===== src/design/sal_pkg.sv =====
package sal_pkg;

  localparam int SLOTS_DEF = 32;
  localparam int VALUE_W   = 32;
  localparam int STATUS_W  = 2;
  localparam int COUNT_W   = 6;
  localparam int STEP_W    = 5;

  localparam logic FN_REMOVE = 1'b1;

  typedef enum logic [STATUS_W-1:0] {
    ST_OK    = 2'd0,
    ST_FULL  = 2'd1,
    ST_EMPTY = 2'd2,
    ST_MISS  = 2'd3
  } status_t;

  typedef struct packed {
    logic                      func;
    logic signed [VALUE_W-1:0] value;
  } in_item_t;

  typedef struct packed {
    logic [STATUS_W-1:0] status;
    logic [COUNT_W-1:0]  count;
  } out_item_t;

  // Program steps of the control store
  typedef enum logic [STEP_W-1:0] {
    S_IDLE      = 5'd0,
    S_DISP      = 5'd1,
    S_I_CHK     = 5'd2,
    S_I_POP     = 5'd3,
    S_I_TAKE    = 5'd4,
    S_W_START   = 5'd5,
    S_W_LOOP    = 5'd6,
    S_W_END     = 5'd7,
    S_I_LINK    = 5'd8,
    S_I_HEAD    = 5'd9,
    S_R_CHK     = 5'd10,
    S_R_EMPTY   = 5'd11,
    S_R_POST    = 5'd12,
    S_R_UNLINK  = 5'd13,
    S_R_FREE    = 5'd14,
    S_R_MISS    = 5'd15,
    S_I_FULL    = 5'd16,
    S_RESP      = 5'd17,
    S_RESP_WAIT = 5'd18
  } step_t;

  typedef enum logic [3:0] {
    A_NONE,
    A_IDLE,
    A_POP,
    A_TAKE,
    A_WSTART,
    A_WSTEP,
    A_I_LINK,
    A_I_HEAD,
    A_R_UNLINK,
    A_R_FREE,
    A_ST_EMPTY,
    A_ST_MISS,
    A_ST_FULL,
    A_RESP
  } act_t;

  typedef enum logic [3:0] {
    C_NEVER,
    C_ALWAYS,
    C_NOT_ACC,
    C_REMOVE,
    C_FULL,
    C_HEAD_NIL,
    C_HEAD_VALID,
    C_WALK_MORE,
    C_NOT_FOUND,
    C_OUT_FREE
  } cond_t;

  typedef struct packed {
    act_t  act;
    cond_t cond;
    step_t target;
  } uword_t;

  typedef struct packed {
    logic accept;
    logic remove;
    logic full;
    logic head_nil;
    logic walk_more;
    logic found;
    logic out_free;
  } flags_t;

endpackage


===== src/design/sal_urom.sv =====
module sal_urom (
  input  sal_pkg::step_t  step,
  output sal_pkg::uword_t uw
);

  always_comb begin
    case (step)
      sal_pkg::S_IDLE:      uw = '{sal_pkg::A_IDLE,     sal_pkg::C_NOT_ACC,    sal_pkg::S_IDLE};
      sal_pkg::S_DISP:      uw = '{sal_pkg::A_NONE,     sal_pkg::C_REMOVE,     sal_pkg::S_R_CHK};
      sal_pkg::S_I_CHK:     uw = '{sal_pkg::A_NONE,     sal_pkg::C_FULL,       sal_pkg::S_I_FULL};
      sal_pkg::S_I_POP:     uw = '{sal_pkg::A_POP,      sal_pkg::C_NEVER,      sal_pkg::S_IDLE};
      sal_pkg::S_I_TAKE:    uw = '{sal_pkg::A_TAKE,     sal_pkg::C_NEVER,      sal_pkg::S_IDLE};
      sal_pkg::S_W_START:   uw = '{sal_pkg::A_WSTART,   sal_pkg::C_HEAD_NIL,   sal_pkg::S_W_END};
      sal_pkg::S_W_LOOP:    uw = '{sal_pkg::A_WSTEP,    sal_pkg::C_WALK_MORE,  sal_pkg::S_W_LOOP};
      sal_pkg::S_W_END:     uw = '{sal_pkg::A_NONE,     sal_pkg::C_REMOVE,     sal_pkg::S_R_POST};
      sal_pkg::S_I_LINK:    uw = '{sal_pkg::A_I_LINK,   sal_pkg::C_NEVER,      sal_pkg::S_IDLE};
      sal_pkg::S_I_HEAD:    uw = '{sal_pkg::A_I_HEAD,   sal_pkg::C_ALWAYS,     sal_pkg::S_RESP};
      sal_pkg::S_R_CHK:     uw = '{sal_pkg::A_NONE,     sal_pkg::C_HEAD_VALID, sal_pkg::S_W_START};
      sal_pkg::S_R_EMPTY:   uw = '{sal_pkg::A_ST_EMPTY, sal_pkg::C_ALWAYS,     sal_pkg::S_RESP};
      sal_pkg::S_R_POST:    uw = '{sal_pkg::A_NONE,     sal_pkg::C_NOT_FOUND,  sal_pkg::S_R_MISS};
      sal_pkg::S_R_UNLINK:  uw = '{sal_pkg::A_R_UNLINK, sal_pkg::C_NEVER,      sal_pkg::S_IDLE};
      sal_pkg::S_R_FREE:    uw = '{sal_pkg::A_R_FREE,   sal_pkg::C_ALWAYS,     sal_pkg::S_RESP};
      sal_pkg::S_R_MISS:    uw = '{sal_pkg::A_ST_MISS,  sal_pkg::C_ALWAYS,     sal_pkg::S_RESP};
      sal_pkg::S_I_FULL:    uw = '{sal_pkg::A_ST_FULL,  sal_pkg::C_NEVER,      sal_pkg::S_IDLE};
      sal_pkg::S_RESP:      uw = '{sal_pkg::A_RESP,     sal_pkg::C_OUT_FREE,   sal_pkg::S_IDLE};
      sal_pkg::S_RESP_WAIT: uw = '{sal_pkg::A_NONE,     sal_pkg::C_ALWAYS,     sal_pkg::S_RESP};
      default:              uw = '{sal_pkg::A_NONE,     sal_pkg::C_ALWAYS,     sal_pkg::S_IDLE};
    endcase
  end

endmodule


===== src/design/sal_seq.sv =====
module sal_seq (
  input  logic             clk,
  input  logic             rst_n,
  input  sal_pkg::uword_t  uw,
  input  sal_pkg::flags_t  flags,
  output sal_pkg::step_t   upc
);

  sal_pkg::step_t             upc_r;
  sal_pkg::step_t             upc_nxt;
  logic                       take;
  logic [sal_pkg::STEP_W-1:0] upc_inc;

  always_comb begin
    case (uw.cond)
      sal_pkg::C_NEVER:      take = 1'b0;
      sal_pkg::C_ALWAYS:     take = 1'b1;
      sal_pkg::C_NOT_ACC:    take = !flags.accept;
      sal_pkg::C_REMOVE:     take = flags.remove;
      sal_pkg::C_FULL:       take = flags.full;
      sal_pkg::C_HEAD_NIL:   take = flags.head_nil;
      sal_pkg::C_HEAD_VALID: take = !flags.head_nil;
      sal_pkg::C_WALK_MORE:  take = flags.walk_more;
      sal_pkg::C_NOT_FOUND:  take = !flags.found;
      sal_pkg::C_OUT_FREE:   take = flags.out_free;
      default:               take = 1'b0;
    endcase
  end

  assign upc_inc = upc_r + sal_pkg::STEP_W'(1);

  always_comb begin
    if (take) begin
      upc_nxt = uw.target;
    end else begin
      upc_nxt = sal_pkg::step_t'(upc_inc);
    end
  end

  always_ff @(posedge clk) begin
    if (!rst_n) begin
      upc_r <= sal_pkg::S_IDLE;
    end else begin
      upc_r <= upc_nxt;
    end
  end

  assign upc = upc_r;

endmodule


===== src/design/sal_dpath.sv =====
module sal_dpath #(
  parameter int SLOTS = sal_pkg::SLOTS_DEF
) (
  input  logic               clk,
  input  logic               rst_n,
  input  sal_pkg::act_t      act,
  input  logic               in_valid,
  output logic               in_ready,
  input  sal_pkg::in_item_t  in_item,
  output logic               out_valid,
  input  logic               out_ready,
  output sal_pkg::out_item_t out_item,
  output sal_pkg::flags_t    flags
);

  localparam int IW = $clog2(SLOTS);
  localparam int PW = $clog2(SLOTS + 1);
  localparam logic [PW-1:0] NIL  = PW'(SLOTS);
  localparam logic [IW-1:0] LAST = IW'(SLOTS - 1);

  logic [PW-1:0]                     next_mem [SLOTS];
  logic signed [sal_pkg::VALUE_W-1:0] val_mem [SLOTS];

  logic                               func_r;
  logic signed [sal_pkg::VALUE_W-1:0] value_r;
  logic [PW-1:0]                      head_r;
  logic [PW-1:0]                      free_r;
  logic [PW-1:0]                      cnt_r;
  logic [PW-1:0]                      slot_r;
  logic [PW-1:0]                      cur_r;
  logic [PW-1:0]                      prev_r;
  logic [PW-1:0]                      nxt_r;
  logic [IW-1:0]                      steps_r;
  logic                               found_r;
  sal_pkg::status_t                   status_r;
  logic                               init_done_r;
  logic [IW-1:0]                      init_idx_r;
  logic                               out_valid_r;
  sal_pkg::out_item_t                 out_item_r;
  logic [PW-1:0]                      next_rd_r;
  logic signed [sal_pkg::VALUE_W-1:0] val_rd_r;

  logic          accept;
  logic          out_free;
  logic          hit;
  logic [PW-1:0] cur_norm;
  logic [PW-1:0] nxt_norm;
  logic          rd_en;
  logic [IW-1:0] rd_addr;
  logic          nx_we;
  logic [IW-1:0] nx_addr;
  logic [PW-1:0] nx_data;

  function automatic logic ptr_ok(input logic [PW-1:0] p);
    return p < NIL;
  endfunction

  assign in_ready = (act == sal_pkg::A_IDLE) && init_done_r;
  assign accept   = in_valid && in_ready;
  assign out_free = !out_valid_r || out_ready;

  // Insert stops at the first element not smaller; remove at the first equal one
  assign hit = (func_r == sal_pkg::FN_REMOVE) ? (val_rd_r == value_r) : (val_rd_r >= value_r);

  assign cur_norm = ptr_ok(cur_r) ? cur_r : NIL;
  assign nxt_norm = ptr_ok(nxt_r) ? nxt_r : NIL;

  assign flags.accept    = accept;
  assign flags.remove    = (func_r == sal_pkg::FN_REMOVE);
  assign flags.full      = (cnt_r >= NIL) || !ptr_ok(free_r);
  assign flags.head_nil  = !ptr_ok(head_r);
  assign flags.walk_more = !hit && ptr_ok(next_rd_r) && (steps_r != LAST);
  assign flags.found     = found_r;
  assign flags.out_free  = out_free;

  always_comb begin
    rd_en   = 1'b0;
    rd_addr = free_r[IW-1:0];
    case (act)
      sal_pkg::A_POP: begin
        rd_en   = 1'b1;
        rd_addr = free_r[IW-1:0];
      end
      sal_pkg::A_WSTART: begin
        rd_en   = 1'b1;
        rd_addr = head_r[IW-1:0];
      end
      sal_pkg::A_WSTEP: begin
        rd_en   = 1'b1;
        rd_addr = next_rd_r[IW-1:0];
      end
      default: begin
        rd_en   = 1'b0;
      end
    endcase
  end

  always_comb begin
    nx_we   = 1'b0;
    nx_addr = init_idx_r;
    nx_data = PW'(init_idx_r) + PW'(1);
    if (!init_done_r) begin
      nx_we = 1'b1;
    end else begin
      case (act)
        sal_pkg::A_I_LINK: begin
          nx_we   = 1'b1;
          nx_addr = slot_r[IW-1:0];
          nx_data = cur_norm;
        end
        sal_pkg::A_I_HEAD: begin
          nx_we   = ptr_ok(prev_r);
          nx_addr = prev_r[IW-1:0];
          nx_data = slot_r;
        end
        sal_pkg::A_R_UNLINK: begin
          nx_we   = ptr_ok(prev_r);
          nx_addr = prev_r[IW-1:0];
          nx_data = nxt_norm;
        end
        sal_pkg::A_R_FREE: begin
          nx_we   = 1'b1;
          nx_addr = cur_r[IW-1:0];
          nx_data = free_r;
        end
        default: begin
          nx_we = 1'b0;
        end
      endcase
    end
  end

  always_ff @(posedge clk) begin
    if (nx_we) begin
      next_mem[nx_addr] <= nx_data;
    end
    if (rd_en) begin
      next_rd_r <= next_mem[rd_addr];
    end
  end

  always_ff @(posedge clk) begin
    if (act == sal_pkg::A_POP) begin
      val_mem[free_r[IW-1:0]] <= value_r;
    end
    if (rd_en) begin
      val_rd_r <= val_mem[rd_addr];
    end
  end

  always_ff @(posedge clk) begin
    if (!rst_n) begin
      init_done_r <= 1'b0;
      init_idx_r  <= '0;
      head_r      <= NIL;
      free_r      <= '0;
      cnt_r       <= '0;
      out_valid_r <= 1'b0;
    end else begin
      if (!init_done_r) begin
        init_idx_r <= init_idx_r + IW'(1);
        if (init_idx_r == LAST) begin
          init_done_r <= 1'b1;
        end
      end
      case (act)
        sal_pkg::A_TAKE: begin
          free_r <= next_rd_r;
        end
        sal_pkg::A_I_HEAD: begin
          if (!ptr_ok(prev_r)) begin
            head_r <= slot_r;
          end
          cnt_r <= cnt_r + PW'(1);
        end
        sal_pkg::A_R_UNLINK: begin
          if (!ptr_ok(prev_r)) begin
            head_r <= nxt_norm;
          end
        end
        sal_pkg::A_R_FREE: begin
          free_r <= cur_r;
          if (cnt_r != '0) begin
            cnt_r <= cnt_r - PW'(1);
          end
        end
        default: begin
          head_r <= head_r;
        end
      endcase
      if ((act == sal_pkg::A_RESP) && out_free) begin
        out_valid_r <= 1'b1;
      end else if (out_ready) begin
        out_valid_r <= 1'b0;
      end
    end
  end

  always_ff @(posedge clk) begin
    if (accept) begin
      func_r  <= in_item.func;
      value_r <= in_item.value;
    end
    case (act)
      sal_pkg::A_POP: begin
        slot_r <= free_r;
      end
      sal_pkg::A_WSTART: begin
        cur_r   <= head_r;
        prev_r  <= NIL;
        steps_r <= '0;
        found_r <= 1'b0;
      end
      sal_pkg::A_WSTEP: begin
        if (hit) begin
          found_r <= 1'b1;
          nxt_r   <= next_rd_r;
        end else begin
          prev_r  <= cur_r;
          cur_r   <= next_rd_r;
          steps_r <= steps_r + IW'(1);
        end
      end
      sal_pkg::A_I_HEAD:   status_r <= sal_pkg::ST_OK;
      sal_pkg::A_R_FREE:   status_r <= sal_pkg::ST_OK;
      sal_pkg::A_ST_EMPTY: status_r <= sal_pkg::ST_EMPTY;
      sal_pkg::A_ST_MISS:  status_r <= sal_pkg::ST_MISS;
      sal_pkg::A_ST_FULL:  status_r <= sal_pkg::ST_FULL;
      default: begin
        status_r <= status_r;
      end
    endcase
    if ((act == sal_pkg::A_RESP) && out_free) begin
      out_item_r.status <= status_r;
      out_item_r.count  <= sal_pkg::COUNT_W'(cnt_r);
    end
  end

  assign out_valid = out_valid_r;
  assign out_item  = out_item_r;

endmodule


===== src/design/sorted_array_linked_list_top.sv =====
// Sorted linked list of SLOTS signed 32-bit values held in slot memories, with a
// free-slot chain. Each transaction is an insert (func 0) or a remove (func 1) and
// returns one result: status (ok, full, empty, not found) and the element count after
// the operation. A small microcoded sequencer drives the datapath; the list is walked
// one link per cycle through the registered read port of the link memory. After reset
// the link memory is initialized by a pass over all SLOTS entries, during which
// in_ready stays low. A finished result waits in an output register.
module sorted_array_linked_list_top #(
  parameter int SLOTS = sal_pkg::SLOTS_DEF
) (
  input  logic               clk,
  input  logic               rst_n,
  input  logic               in_valid,
  output logic               in_ready,
  input  sal_pkg::in_item_t  in_item,
  output logic               out_valid,
  input  logic               out_ready,
  output sal_pkg::out_item_t out_item
);

  sal_pkg::step_t  upc;
  sal_pkg::uword_t uw;
  sal_pkg::flags_t flags;

  sal_urom u_urom (
    .step (upc),
    .uw   (uw)
  );

  sal_seq u_seq (
    .clk   (clk),
    .rst_n (rst_n),
    .uw    (uw),
    .flags (flags),
    .upc   (upc)
  );

  sal_dpath #(
    .SLOTS (SLOTS)
  ) u_dpath (
    .clk       (clk),
    .rst_n     (rst_n),
    .act       (uw.act),
    .in_valid  (in_valid),
    .in_ready  (in_ready),
    .in_item   (in_item),
    .out_valid (out_valid),
    .out_ready (out_ready),
    .out_item  (out_item),
    .flags     (flags)
  );

`ifndef ASSERT_OFF
  a_accept_dispatch: assert property (@(posedge clk) disable iff (!rst_n)
    (in_valid && in_ready) |=> (upc == sal_pkg::S_DISP))
    else $error("accepted transaction did not dispatch");

  a_result_from_resp: assert property (@(posedge clk) disable iff (!rst_n)
    $rose(out_valid) |-> ($past(upc) == sal_pkg::S_RESP))
    else $error("result loaded outside the response step");

  a_walk_stays: assert property (@(posedge clk) disable iff (!rst_n)
    ((upc == sal_pkg::S_W_LOOP) && flags.walk_more) |=> (upc == sal_pkg::S_W_LOOP))
    else $error("list walk left the loop early");
`endif

endmodule

===== config.mk =====
export PLATFORM = sky130hd
export DESIGN_NAME = sorted_array_linked_list_top
export DESIGN_NICKNAME = d
export VERILOG_FILES = /design/src/design/sal_pkg.sv /design/src/design/sal_urom.sv /design/src/design/sal_seq.sv /design/src/design/sal_dpath.sv /design/src/design/sorted_array_linked_list_top.sv
export SDC_FILE = /design/constraint.sdc
export NUM_CORES = 2
export LEC_CHECK = 0
export ABC_AREA = 1
export BUFFER_PORTS_ARGS = -buffer_cell sky130_fd_sc_hd__buf_4
export CAP_MARGIN = 20
export CORE_AREA = 2 2 357 359
export DETAILED_ROUTE_END_ITERATION = 8
export DIE_AREA = 0 0 359 361
export SLEW_MARGIN = 40
export SYNTH_ARGS = -nofsm -noshare
export SYNTH_HDL_FRONTEND = slang
export SYNTH_SLANG_ARGS = --single-unit

===== constraint.sdc =====
create_clock -name clk -period 4.75 [get_ports clk]
set_clock_uncertainty 0.2 [all_clocks]
set_input_delay 0.95 -clock clk [delete_from_list [all_inputs] [get_ports clk]]
set_output_delay 0.95 -clock clk [all_outputs]
set_load 0.005 [all_outputs]

* Word level (Yosys, flattened, before mapping) *
Memory sizes are Yosys's and may differ from the RTL's. A register that Yosys moved wholly into a read port is not among the register bits.
Cells that the tools add are included.

cells by class
  $add $sub $neg = 6
  magnitude comparators = 8
  eq/ne operators = 30
  multiplexer cells = 37
  reductions and logical operators = 29

operators by type and width
  cell                 number
  $pmux 6 s2           5
  $mux 6               8
  $lt 6x6->1 const B   6
  $eq 32x32->1         1
  $eq 4x3->1 const B   8
  $eq 4x4->1 const B   8
  $ge 32x32->1         1
  $pmux 6 s4           1
  $mux 5               4
  $pmux 5 s2           2
  $eq 4x2->1 const B   4
  $add 5x1->5 const B  3
  $pmux 5 s3           1
  $mux 1               12
  $reduce_bool 2->1    5
  $pmux 1 s9           1
  $eq 4x1->1 const B   2
  $pmux 2 s4           1
  $reduce_and 2->1     4
  $add 5x1->6 const B  1
  $add 6x1->6 const B  1
  $ge 6x6->1 const B   1
  $logic_not 1->1      6
  $ne 2x2->1 const B   3
  other kinds (12)     21

storage, ports and cells
  register bits = 103
  RAM bits = 1216
  memory bits (read-only) = 416
  bits of input ports = 37
  output and inout bits = 10
  word-level logic and storage cells = 131
  memories = 3

memories
  memory            depth  width  rd ports  clocked after memory_dff  wr ports  line             RTL
  u_dpath.val_mem   32     32     1         1                         1         sal_dpath.sv:22  logic signed [sal_pkg::VALUE_W-1:0] val_mem [SLOTS];
  (name not given)  32     13     1         1                         0         sal_urom.sv:7    case (step)
  u_dpath.next_mem  32     6      1         1                         1         sal_dpath.sv:21  logic [PW-1:0] next_mem [SLOTS];

* Depth between registers and ports, before layout *
  word-level depth = 8
  depth in mapped cells = 24
  gate-level depth less buffers = 24

* By module *
Synthesis repeated with hierarchy kept, for this count alone.

second synthesis, totals
  cells, all modules = 5497
  area total of the unflattened synthesis = 58934.0 sq um

by module, submodules not included
  module     times used  cells each  area each (sq um)  seq. area each (sq um)
  sal_dpath  1           5354        58114.5            40348.7
  sal_urom   1           82          437.9              0.0
  sal_seq    1           61          381.6              100.1

* Worst setup path before layout *
OpenSTA, ideal clock, no wires.

  kind = register -> register
  start = register, netlist name u_urom.uw[10]
  end = register u_dpath.next_rd_r[0] (read register of u_dpath.next_mem), enable pin
  setup time = 0.486 ns
  arrival time = 3.268 ns
  required time = 4.064 ns
  slack = 0.796 ns
  stages on the path, launching flop included = 5
  buffers on the path = 0
  clock period less this slack = 3.954 ns
  path through = dfxtp_1 > inv_2 > nor2_1 > inv_1 > o21ai_0

between the ends
  cells in the longest elaborated chain, start to end = 3
  elaborated cells on any way between the ends = 6
  those cells by class = 3 x eq/ne; 2 x mux; 1 x reduce/logical

ends and longest elaborated chain
  item                                      line             RTL
  $eq 4x3->1 or $eq 4x2->1 (tied branches)  sal_dpath.sv:79  case (act)
  $reduce_or 3->1 (no source line) *        -
  $mux 1 *                                  sal_dpath.sv:79
  named net u_dpath.rd_en                   sal_dpath.sv:48  logic rd_en;
  to (decl)                                 sal_dpath.sv:40  logic [PW-1:0] next_rd_r;

Mark *: on every way through the listed nets, which the timed path passes. The rest lies on a longest branch.
A chain may end at the register's enable or synchronous reset.

* Worst setup path in the final report *
  start = register, netlist name u_urom.uw[12]
  end = register u_dpath.val_rd_r[10] in the netlist's numbering (read register of u_dpath.val_mem) (data pin)

between the ends
  cells in the longest elaborated chain, start to end = 3
  elaborated cells on any way between the ends = 6
  those cells by class = 3 x eq/ne; 2 x mux; 1 x reduce/logical

ends and longest elaborated chain
  item                                      line             RTL
  $eq 4x3->1 or $eq 4x2->1 (tied branches)  sal_dpath.sv:79
  $reduce_or 3->1 (no source line)          -
  $mux 1                                    sal_dpath.sv:79
  to (decl)                                 sal_dpath.sv:41  logic signed [sal_pkg::VALUE_W-1:0] val_rd_r;

Several ways; a longest one is shown, not always the timed one.

==> results.md <==
* Status: finished clean
* Yosys warnings at 0
* R2R Setup Slk at between 700 and 800 ps
* Fin. max-slew vios at 0
* CTS sink cnt at 1,370
* Critical path required time at 5080 ps
* Peak VDD IR at 0.615 mV
* CTS tree: built
* Vias in the first global route at 33,800
* # DRC at 0
* Synthesized area per cell at around 12 um2
* Slowest CP cell: clkinv_2
* Buf/Inv on CP at 3
* CTS clk-pin slew, worst paths at approximately 60 ps
* WL per Instance at 24.1 um
* Synth cell count leaders: nand2_1 (1,396), edfxtp_1 (1,327), a21oi_1 (440), nor2_1 (186), buf_2 (149)
* WP data arrival at 4320 ps
* Number of routed nets with antenna violations at 0
* Reg-to-Reg End: u_dpath.val_rd_r[10]
* Crit-path max cell delay at 730 ps
* CP Capture Point: u_dpath.val_rd_r[10]
* Switching pwr at 12.5 mW
* Synthesis-to-finish area growth at 13.4%
* Flop pwr share at 0.392
* Synth area leaders: edfxtp_1 (71%), nand2_1 (9.3%), a21oi_1 (3.9%), a32o_1 (1.8%), a21boi_0 (1.6%)
* Clock group share of total power at 0.295
* Crit. path cell count at 11
* Crit path max-delay family: buffers and inverters
* First drt pass iteration count at 5
* Pwr dens at around 560 nW/um2
* Die area at 130,000 um2
* Worst-skew pair later-pin latency at 790 ps
* Filler cells at 10,600
* Post-CTS setup buffers at 0
* CP endpoint kind: flop
* Setup_tns at 0 ps
* Synth Flop Type: edfxtp_1
* Worst Tran Pin Value at approximately 950 ps
* Kind of critical path: reg -> reg
* Hold path depth at 1
* Async S/R FF share, synth at 0
* Count leader, synth: nand2_1
* Final cell utilization of the core at 0.508
* Syn Inst Count at 4,494
* Setup WS post-layout at 759 ps
* GRT overflow at 0
* Critical Path Source: u_urom.uw[12]
* Row count at 130
* Die outline height at 361 um
* Fin nets at 4,642
* Final wirelength at 152,000 um
* Synth Register Bits at 1,370
* Via count at approximately 36,000
* DP Area at ~59,000 um2
* Largest net degree at the start of global routing at about 160
* Register-to-Register Path Depth at 11
* Initial antenna violation count at 1
* Die Width at approximately 360 um
* Net Count, Synth at 4,580
* CTS Buf Count at about 150
* Area share of the largest cell type after synthesis at 0.710
* RSZ-0062 raised after global routing: no
* Rel. slew slack at 0.370
* Via density at 5.66
* Period utilization at 0.840
* Critical path peak fanout at 33
* Cts hold-fix bufs at 0
* Worst Setup Start Kind: flop
* CORE AREA at 125,000 um2
* Setup WS pre-CTS at about 770 ps
* Hold Vio Cnt, Final at 0
* Internal power at 23.3 mW
* Routability cong. at roughly 0.85
* Max Root-Sink Buffers at 3
* Logic gate share of total power at 0.313
* Static leakage at 22.3 nW
* Number of synthesized flops with an enable pin at 1,327
* Register area share after synthesis at 0.725
* Layout cells sized above 1 at 0.0946
* DRT iter0 DRCs at 4,212
* Hold Path Class: in -> reg
* Port Buffers at 46
* Fmax at roughly 250 MHz
* Sw Ratio at 0.349
* Post-CTS sizing at 0
* Area leader, netlist: edfxtp_1
* Crit-path cells: nor2_4, nand2_1, or2_2, o21ai_0, a21oi_4, clkinv_2, buf_4, buf_4, o311ai_0, nand2_1, o21a_1
* Final setup violation count at 0
* Unique masters post-synth at 52
* Max-Cap Viols at 0
* IO Count at 47
* Initial Utilization at 0.448
* First-pass GRT wire length at 224,000 um
* Mapped cell area at around 56,000 um2
* Final Cell Area at 63,600 um2
* Final min period at between 3000 and 4000 ps
* DP HPWL at 81,600 um
* GRT Total Usage at 0.232
* CTS root buf: clkbuf_16
* H-tree depth at 4
* Crit Reg-Reg Startpoint: u_urom.uw[12]
[final cells by class]
| class | count | area, um2 | share of cell area |
|---|---|---|---|
| multi-input combinational | 2715 | 14000 | 0.220 |
| tap | 1650 | 2060 | 0.0324 |
| sequential | 1370 | 40700 | 0.640 |
| clock inverter | 68 | 579 | 0.00910 |
| antenna | 1 | 2.50 | 0.0000393 |
| clock buffer | 185 | 3810 | 0.0599 |
| inverter | 138 | 532 | 0.00835 |
| timing repair buffer | 185 | 1920 | 0.0302 |
[worst min-delay path by stage]
stage / start / to / slack [ps]
floorplan: u_dpath.status_r[0] / u_dpath.out_item[6] / 200
CTS: in_item[23] / u_dpath.value_r[23] / 80
finish: in_item[23] / u_dpath.value_r[23] / 130
global route: in_item[23] / u_dpath.value_r[23] / 90
detailed placement: u_dpath.status_r[0] / u_dpath.out_item[6] / 230
global placement: u_dpath.status_r[1] / u_dpath.out_item[7] / 260
[cell families (layout without fill, tap and decap cells)]
group | Yosys count | count (layout) | synth area share
and+or+nand+nor | 1694 | 1694 | 0.117
DFF | 1370 | 1370 | 0.725
AOI/OAI and AO/OA | 964 | 964 | 0.114
buffers and inverters | 409 | 576 | 0.0313
adders and majority gates | 49 | 49 | 0.0111
xor gates and xnor gates | 8 | 8 | 0.00125
other | 0 | 1 | 0
[flip-flops by register name (all words and copies together), names as in the netlist, 6 cells and up]
signal             flops
u_dpath.val_rd_r      32
u_dpath.cur_r          6
u_dpath.free_r         6
u_dpath.nxt_r          6
u_dpath.cnt_r          6
u_dpath.value_r       32
u_dpath.slot_r         6
u_urom.uw             13
u_dpath.val_mem     1024
u_dpath.next_rd_r      6
u_dpath.prev_r         6
u_dpath.head_r         6
u_dpath.next_mem     192
u_dpath.out_item       8
[power groups by stage]
stage                     registers, mW  clock network (mW)  logic (mW)
after floorplan                    14.1                   0        7.90
after global placement             14.3                   0        11.0
after detailed placement           14.3                   0        11.1
after CTS                          14.0                10.8        11.2
after global routing               14.0                11.2        12.4
final                              14.0                10.6        11.2
[metrics by stage]
stage                     power, mW  hold WS, ps  std cells
after global placement         25.3          265       6055
final                          35.8          132       6312
after CTS                      36.0         76.6       6310
after floorplan                22.0          200       4494
after global routing           37.7         91.4       6311
after detailed placement       25.4          228       6057
[metal layers]
layer / up-vias / GRT usage / part of all wire
met1: 17800 / 0.332 / 0.44
met4: 0 / 0.0672 / 0.023
met3: 215 / 0.0338 / 0.071
met2: 1271 / 0.369 / 0.47
met5: - / 0 / 0
li1: 16400 / - / -
[cell usage in the layout, fill, tap and decap left out, types with 6 or more instances in the layout]
cell,count
buf_12,39
clkinv_2,21
a21oi_1,437
o21ai_1,13
inv_1,133
a32o_1,100
clkbuf_1,38
o21a_1,32
nand4_1,11
a21boi_0,123
o21ai_0,37
o311ai_0,59
buf_4,141
nand3_1,70
clkbuf_16,146
a31oi_1,12
nor2_1,154
nor3_1,6
a32oi_1,29
nand2_1,1396
dfxtp_1,43
inv_6,7
o311ai_1,12
edfxtp_1,1327
clkinv_1,26
ha_1,48
o211ai_1,83
nor2_4,35
(Power assumes the default switching activity.)
